--- config.mk ---
export PLATFORM = sky130hd
export DESIGN_NAME = pcl_ctrl
export DESIGN_NICKNAME = d
export VERILOG_FILES = /design/src/sv/pcl_pkg.sv /design/src/sv/pcl_ctrl.sv
export SDC_FILE = /design/constraint.sdc
export NUM_CORES = 1
export LEC_CHECK = 0
export BUFFER_PORTS_ARGS = -buffer_cell sky130_fd_sc_hd__buf_4
export CAP_MARGIN = 0
export CORE_AREA = 2 2 39 41
export DETAILED_ROUTE_END_ITERATION = 8
export DIE_AREA = 0 0 41 43
export PLACE_DENSITY = 0.68
export SLEW_MARGIN = 20
export SYNTH_ARGS = -nofsm -noshare
export SYNTH_HDL_FRONTEND = slang
export SYNTH_SLANG_ARGS = --single-unit
--- constraint.sdc ---
create_clock -name clock -period 1.4 [get_ports clock]
set_input_delay 0.28 -clock clock [delete_from_list [all_inputs] [get_ports clock]]
set_output_delay 0.28 -clock clock [all_outputs]
set_load 0.02 [all_outputs]
--- src/sv/pcl_pkg.sv ---
// ----------------------------------------------------------------------------
// pcl_pkg
// Shared constants, codes and controller/datapath interface types for the
// path clearance lookup.
// ----------------------------------------------------------------------------
package pcl_pkg;

   // default sizing of the clearance table
   localparam int PCL_MAX_DECIMATED_PATHS = 64;
   localparam int PCL_ENTRIES_PER_PATH    = 16;

   // field widths
   localparam int PCL_INDEX_W  = 16;
   localparam int PCL_SLOT_W   = 4;
   localparam int PCL_VALUE_W  = 16;
   localparam int PCL_DCOUNT_W = 7;
   localparam int PCL_RATIO_W  = 17;
   localparam int PCL_PROD_W   = PCL_INDEX_W + PCL_RATIO_W;
   localparam int PCL_KFULL_W  = PCL_PROD_W + 1 - 16;

   // half an lsb of the Q.16 product, for round to nearest
   localparam logic [PCL_PROD_W:0] PCL_ROUND_HALF = (PCL_PROD_W + 1)'(32'h0000_8000);

   // configuration port
   localparam int PCL_ADDR_W = 4;
   localparam int PCL_DATA_W = 32;

   typedef enum logic [1:0] {
      REG_ACTUAL_PATH_COUNT    = 2'd0,
      REG_DECIMATED_PATH_COUNT = 2'd1,
      REG_INDEX_RATIO          = 2'd2
   } pcl_reg_type;

   typedef enum logic {
      REQ_LOAD  = 1'b0,
      REQ_QUERY = 1'b1
   } pcl_req_type;

   typedef enum logic [1:0] {
      STAT_OK         = 2'd0,
      STAT_RANGE      = 2'd1,
      STAT_EMPTY      = 2'd2,
      STAT_NO_ENTRIES = 2'd3
   } pcl_result_type;

   typedef enum logic [3:0] {
      ST_CLEAR,
      ST_IDLE,
      ST_LOAD,
      ST_MUL,
      ST_CHECK,
      ST_CNT_READ,
      ST_CNT_CHECK,
      ST_FILL,
      ST_WALK,
      ST_DIV_START,
      ST_DIV_WAIT,
      ST_EMIT
   } pcl_state_type;

   // controller to datapath
   typedef struct packed {
      logic capture;
      logic load_write;
      logic clear_step;
      logic mul;
      logic check;
      logic cnt_check;
      logic fill;
      logic walk;
      logic div_start;
      logic emit;
   } pcl_cmd_type;

   // datapath to controller
   typedef struct packed {
      logic req_is_load;
      logic clear_last;
      logic check_err;
      logic no_entries;
      logic walk_last;
      logic div_busy;
      logic out_free;
   } pcl_stat_type;

endpackage

--- src/sv/pcl_ctrl.sv ---
// ----------------------------------------------------------------------------
// pcl_ctrl
// Sequencer for table clearing, loads and clearance queries.
// ----------------------------------------------------------------------------
module pcl_ctrl import pcl_pkg::*; (
   input  logic         clock,
   input  logic         reset,
   input  logic         req_valid,
   output logic         req_stall,
   input  pcl_stat_type stat,
   output pcl_cmd_type  cmd
);

   pcl_state_type state_ff, state_in;

   always_ff @(posedge clock) begin
      if (reset) begin
         state_ff <= ST_CLEAR;
      end else begin
         state_ff <= state_in;
      end
   end

   always_comb begin
      state_in  = state_ff;
      cmd       = '0;
      req_stall = 1'b1;
      case (state_ff)
         ST_CLEAR: begin
            cmd.clear_step = 1'b1;
            if (stat.clear_last) begin
               state_in = ST_IDLE;
            end
         end
         ST_IDLE: begin
            req_stall = 1'b0;
            if (req_valid) begin
               cmd.capture = 1'b1;
               state_in    = ST_LOAD;
            end
         end
         ST_LOAD: begin
            // captured word decides load or query
            if (stat.req_is_load) begin
               cmd.load_write = 1'b1;
               state_in       = ST_IDLE;
            end else begin
               cmd.mul  = 1'b1;
               state_in = ST_MUL;
            end
         end
         ST_MUL: begin
            state_in = ST_CHECK;
         end
         ST_CHECK: begin
            cmd.check = 1'b1;
            state_in  = stat.check_err ? ST_EMIT : ST_CNT_READ;
         end
         ST_CNT_READ: begin
            state_in = ST_CNT_CHECK;
         end
         ST_CNT_CHECK: begin
            cmd.cnt_check = 1'b1;
            state_in      = stat.no_entries ? ST_EMIT : ST_FILL;
         end
         ST_FILL: begin
            cmd.fill = 1'b1;
            state_in = ST_WALK;
         end
         ST_WALK: begin
            cmd.walk = 1'b1;
            if (stat.walk_last) begin
               state_in = ST_DIV_START;
            end
         end
         ST_DIV_START: begin
            cmd.div_start = 1'b1;
            state_in      = ST_DIV_WAIT;
         end
         ST_DIV_WAIT: begin
            if (!stat.div_busy) begin
               state_in = ST_EMIT;
            end
         end
         ST_EMIT: begin
            if (stat.out_free) begin
               cmd.emit = 1'b1;
               state_in = ST_IDLE;
            end
         end
         default: begin
            state_in = ST_IDLE;
         end
      endcase
   end

endmodule

==> summary.md, run 1 <==
| Metric | Value |
|---|---|
| Distinct cells, synth | 28 |
| Minimum clock period | 1431 ps |
| DRC | 0 |
| CORE AREA | 0.001384 mm^2 |
| Overall die area | 0.001763 mm^2 |
| Final Cycle Share | 1.022 |
| Number of diodes | 0 |
| Pwr dens | 625.7 mW/mm^2 |
| Leakage Power | 0.3593 nW |
| DR pass1 iterations | 4 |
| Max FO, Critical Path | 8 |
| P&R area growth vs syn | 98.44% |
| Clock Sinks | 4 |
| Synthesized area | 401.6 um^2 |
| Worst Path Required | 1120 ps |
| DR WL/cell | 13.56 um |
| Row count | 14 |
| Setup violations, final | 7 |
| Startpoint types | flop |
| CTS tree | yes |
| Setup ws final | -30.62 ps |
| Worst vdd ir | 0.0003085 V |
| Hpwl dp | 921.3 um |
| HP Class | in2reg |
| Top flop regs | state_ff (4) |
| Hold Violations, Final | 0 |
| XOR/XNOR Fraction of Synth Area | 0.02181 |
| Starting Density | 0.2902 |
| RR Startpoint | state_ff[0] |
| Largest register FFs | 4 |
| Clk slew on worst S/H paths | 40 ps |
| Crit path kind | reg2out |
| Wirelength, routed | 1424 um |
| GRT Total Usage | 0.1872 |
| Multiplexer area fraction after synthesis | 0 |
| Placed Area | 614.3 um^2 |
| Adder-cell area share of the yosys netlist | 0 |
| Yosys reg bits | 4 |
| Clock root cell | clkbuf_4 |
| Tightest Pin Transition | 372.2 ps |
| Slew Limit Fails | 0 |
| RSZ-0062 raised after global routing | yes |
| Top reg by flops | state_ff |
| Final-stage net count | 101 |
| Slew headroom | 0.7455 |
| Largest net degree at the start of global routing | 11 |
| Cells after DPL | 97 |
| Final Instance Count excl. Fillers | 105 |
| Number of CTS-inserted buffers | 3 |
| Maxcap violations | 0 |
| CP startpoint | state_ff[0] |
| Post-Syn Instances | 59 |
| WP data arrival | 1150 ps |
| Sequential area share after synthesis | 0.1994 |
| Global-route wire length before repair | 2270 um |
| Vias in the first global route | 539 |
| Top Ports | 21 |
| Vias | 562 |
| Routability cong. | 0.7504 |
| Latest clock arrival within the worst-skew pair | 240 ps |
| Synth warn | 0 |
| Cts hold-fix bufs | 0 |
| Syn_nets | 69 |
| Hold Startpoint | reset |
| H-tree Lvls | 1 |
| Grt ovf | 0 |
| Max Clock Skew | 6.753 ps |
| Layout cells sized above 1 | 0.6067 |
| Max frequency | 0.6990 GHz |
| Crit. End Element | output pin |
| Width of the chip | 41 um |
| Largest family of logic cells by synthesized area | simple AND/OR/NAND/NOR gates |
| Initial antenna violation count | 0 |
| Antenna-violating nets left | 0 |
| Drt initial violations | 6 |
| Vias per cell | 5.352 |
| Fin area | 797.0 um^2 |
| CTS Buffer Depth | 2 |
| Post-Place Worst Slack | 30.55 ps |
| Die Ht | 43 um |
| Compound-Gate Fraction of Synth Area | 0.3240 |
| Simple-gate share of the synthesized area | 0.3707 |
| Port-buffer cells | 20 |
| Failing checks | setup timing |
| Syn avg cell area | 6.807 um^2 |
| Status | complete, but fails checks |
[cells by family (layout without fill, tap and decap cells)]
group / count (synthesis) / in the layout
compound gates: 19 / 19
flops: 4 / 4
xor+xnor: 1 / 1
simple gates: 28 / 28
buf+inv: 7 / 37
[critical path, stage by stage (launching register included)]
cell and delay (ps):
dfxtp_4 400, nor2b_4 200, and3_4 190, buf_6 110
[stage by stage]
step	utilization	total power [W]	setup TNS [ps]	hold WS [ps]
2_1_floorplan	-	0.0002203	0	356.8
3_3_place_gp	0.4439	0.0002943	0	499.5
3_5_place_dp	0.4439	0.0002946	0	505.5
4_1_cts	0.5434	0.0004820	-68.43	240.8
5_1_grt	0.5759	0.0005293	-511.7	251.6
6_report	0.5759	0.0004987	-138.6	249.7
[area by class of cell]
class                      instances  area, um^2
fill                             116       586.8
multi-input combinational         48       377.9
timing repair buffer              33       277.8
sequential                         4       95.09
clock buffer                       3       22.52
tap                               16       20.02
inverter                           1       3.754
[what timing repair did]
action,CTS,global route
buffers inserted,3,2
setup endpoints to repair,11,11
pin swaps,4,2
endpoints found under the hold margin,0,0
gates resized for setup,25,7
[worst paths after layout]
path,end,slack [ps],cells after the start
min reg2reg,state_ff[1],620,2
min,state_ff[2],250,2
max,cmd[9],-30,3
max reg2reg,state_ff[0],70,5
[cells in the final DEF (no fill, tap or decap), drive strengths merged]
cell type  count
a2111oi        1
a211o          1
a211oi         1
a21o           1
a21oi          2
a22oi          1
a31oi          2
and2           1
and3           2
buf           33
clkbuf         3
dfxtp          4
inv            1
nand2          4
nand2b         3
nand3          1
nor2           6
nor2b          4
nor3           3
nor4           2
o2111ai        1
o21ai          4
o22ai          1
o31a           2
o31ai          2
or3b           1
or4            1
xor2           1
[Yosys cell counts]
master,n,area share
nor2_1,6,0.056
nor3_1,3,0.037
a21oi_1,2,0.025
a211o_1,1,0.022
o22ai_1,1,0.016
inv_1,1,0.0093
dfxtp_1,4,0.20
o31a_1,2,0.044
buf_2,6,0.075
o31ai_1,2,0.037
or3b_1,1,0.022
a22oi_1,1,0.019
a21o_1,1,0.019
and2_1,1,0.016
nor4_1,2,0.031
nand2b_1,3,0.047
a211oi_1,1,0.019
o21ai_1,2,0.025
xor2_1,1,0.022
o21ai_0,2,0.025
a31oi_1,2,0.031
a2111oi_0,1,0.022
or4_1,1,0.019
o2111ai_1,1,0.022
nand2_1,4,0.037
nor2b_1,4,0.062
and3_1,2,0.031
nand3_1,1,0.012
[power by group]
| group | switching [W] | internal [W] | leakage [nW] | total [W] |
|---|---|---|---|---|
| clock | 0.0000541 | 0.0000963 | 0.0138 | 0.000150 |
| combinational | 0.0000905 | 0.000119 | 0.310 | 0.000209 |
| sequential | 0.0000205 | 0.000118 | 0.0355 | 0.000139 |
[metal layers]
layer	global-route usage	routed length, um	vias up
met5	0	0	-
met2	0.2969	754	11
met1	0.2166	597	271
li1	-	-	278
met3	0.05236	54	2
met4	0.09333	17	0
(Power assumes the default switching activity.)
==> run 2, diff against run 1 <==
--- a/config.mk
+++ b/config.mk
@@ -7,10 +7,12 @@
 export LEC_CHECK = 0
 export BUFFER_PORTS_ARGS = -buffer_cell sky130_fd_sc_hd__buf_4
 export CAP_MARGIN = 0
-export CORE_AREA = 2 2 39 41
+export CELL_PAD_IN_SITES_DETAIL_PLACEMENT = 1
+export CELL_PAD_IN_SITES_GLOBAL_PLACEMENT = 2
+export CORE_ASPECT_RATIO = 0.75
+export CORE_UTILIZATION = 20
 export DETAILED_ROUTE_END_ITERATION = 8
-export DIE_AREA = 0 0 41 43
-export PLACE_DENSITY = 0.68
+export PLACE_DENSITY = 0.83
 export SLEW_MARGIN = 20
 export SYNTH_ARGS = -nofsm -noshare
 export SYNTH_HDL_FRONTEND = slang
==> run 2 against run 1 <==
Net effect: the flow still finishes with violations (setup timing); cell area grew 1.9%; wire length grew 17%; power grew 2.7%; non-clock buffer count is the same; clock power grew 10%; die area grew 24%; utilization shrank 13 points; via count shrank 1.1%; final cell count grew 5.7%.
==> summary.md, run 2 (synthesis gave the netlist of run 1 again) <==
| Metric | Value |
|---|---|
| Status | complete, but fails checks |
| Failing checks | setup timing |
| Logic pwr share | 0.407 (-0.013) |
| Antenna-violating nets left | 0 (unchanged) |
| Top reg by flops | state_ff |
| Flop pwr share | 0.271 (-0.008) |
| Crit. End Element | output pin |
| Clock root cell | clkbuf_4 |
| DR WL/cell | 15.03 um (+11%) |
| Crit path kind | reg2out |
| Hpwl dp | 1115 um (+21%) |
| Worst r2r path cells | 4 (-1) |
| WP data arrival | 1190 ps (+40 ps) |
| Slew headroom | 0.7971 (+0.05158) |
| Latest clock arrival within the worst-skew pair | 260 ps (+20 ps) |
| Initial antenna violation count | 0 (unchanged) |
| Final-stage net count | 101 (unchanged) |
| Number of diodes | 0 (unchanged) |
| Pint | 0.0003303 W (-1.0%) |
| Vias in the first global route | 548 (+1.7%) |
| Most frequent cells in the layout | buf_4, buf_6, nor2_1 |
| CTS Buffer Depth | 2 (unchanged) |
| Clock Sinks | 4 (unchanged) |
| DR pass1 iterations | 4 (unchanged) |
| Routability cong. | 0.8049 (+7.3%) |
| Clk slew on worst S/H paths | 40 ps (about the same) |
| Hold Violations, Final | 0 (unchanged) |
| Port-buffer cells | 20 (unchanged) |
| Slew Limit Fails | 0 (unchanged) |
| Total Power | 0.0005123 W (+2.7%) |
| Startpoint types | flop |
| Row count | 13 (-1) |
| GRT Total Usage | 0.1796 (-0.007556) |
| Worst hold stages | 2 (unchanged) |
| Drt initial violations | 5 (-1) |
| Clk pwr share | 0.322 (+0.020) |
| Psw | 0.0001820 W (+10%) |
| Number of CTS-inserted buffers | 3 (unchanged) |
| Pwr dens | 630.9 mW/mm^2 (+0.82%) |
| Starting Density | 0.2225 (-0.06778) |
| Overall die area | 0.002193 mm^2 (+24%) |
| Leading cell type in the layout, fill and taps excluded | buf_4 |
| Sw Ratio | 0.3553 (+0.02424) |
| Width of the chip | 53.75 um (+31%) |
| Global-route wire length before repair | 2601 um (+15%) |
| Worst Path Required | 1120 ps (about the same) |
| Post-Place Worst Slack | 9.635 ps (-20.92 ps) |
| Layout cells sized above 1 | 0.5955 (-0.01124) |
| Max Clock Skew | 7.641 ps (+0.8877 ps) |
| CTS tree | yes |
| Max FO, Critical Path | 8 (unchanged) |
| Tightest Pin Transition | 303.8 ps (-68.33 ps) |
| Largest register FFs | 4 (unchanged) |
| DRC | 0 (unchanged) |
| Top flop regs | state_ff (4) |
| RSZ-0062 raised after global routing | yes |
| Grt ovf | 0 (unchanged) |
| Setup ws final | -70.91 ps (-40.29 ps) |
| Die Ht | 40.81 um (-5.1%) |
| H-tree Lvls | 1 (unchanged) |
| Maxcap violations | 0 (unchanged) |
| Vias | 556 (-1.1%) |
| Max frequency | 0.6799 GHz (-2.7%) |
| Final Cycle Share | 1.051 (+0.02878) |
| Minimum clock period | 1471 ps (+40.29 ps) |
| Top Ports | 21 (unchanged) |
| Worst vdd ir | 0.0004426 V (+43%) |
| Wirelength, routed | 1668 um (+17%) |
| Largest net degree at the start of global routing | 11 (unchanged) |
| Setup violations, final | 8 (+1) |
| Vias per cell | 5.009 (-6.4%) |
| P&R area growth vs syn | 102.2% |
| Leakage Power | 0.3657 nW (+1.8%) |
| CORE AREA | 0.001805 mm^2 (+30%) |
| HP Class | in2reg |
## run 2: cell counts in the layout (fill, tap and decap cells not counted)
Identical to the previous run, type by type.
## run 2: final timing paths
path / from / slack, ps / end
max: state_ff[3] / -70 / cmd[7]
min: reset / 230 / state_ff[2]
max reg2reg: state_ff[2] / 40 / state_ff[1]
min reg2reg: state_ff[0] / 550 / state_ff[0]
## run 2: worst max-delay path, cell delays in order, from the launching register on
cell and delay [ps]:
dfxtp_4 370, buf_6 140, nor4_4 250, buf_4 180
## run 2: timing repair
action,4_1_cts,5_1_grt
pin swaps,2,3
setup endpoints to repair,13,12
resized for setup,20,17
setup buffers,4,1
hold buffers,0,0
## run 2: per-layer routing
layer / track usage / part of all wire / vias up
met5: 0 / 0 / -
met4: 0.07237 / 0.011 / 0
met3: 0.05556 / 0.057 / 4
met2: 0.2932 / 0.47 / 16
met1: 0.2215 / 0.46 / 255
li1: - / - / 281
## run 2: final cells by class
type	count	area, um^2
fill	226	993.5
clock buffer	3	22.52
timing repair buffer	33	277.8
tap	22	27.53
inverter	1	3.754
multi-input combinational	48	385.4
sequential	4	95.09
## run 2: stage by stage
step                      area (um^2)    util  setup TNS (ps)  hold slack [ps]  std cells
after floorplan                 414.1       -               0            356.8         59
after global placement          621.8  0.3444               0            501.2        103
after detailed placement        621.8  0.3444               0            500.7        103
after CTS                       733.2  0.4061          -305.2            227.6        110
after global routing            812.0  0.4498          -796.4            244.2        111
final                           812.0  0.4498          -289.7            232.6        111
## run 2: power by group through the flow
stage	Clock [W]	Sequential, W	Combinational, W
2_1_floorplan	0	0.000124	0.0000960
6_report	0.000165	0.000139	0.000208
5_1_grt	0.000180	0.000140	0.000225
4_1_cts	0.000164	0.000135	0.000186
3_5_place_dp	0	0.000138	0.000164
3_3_place_gp	0	0.000139	0.000161
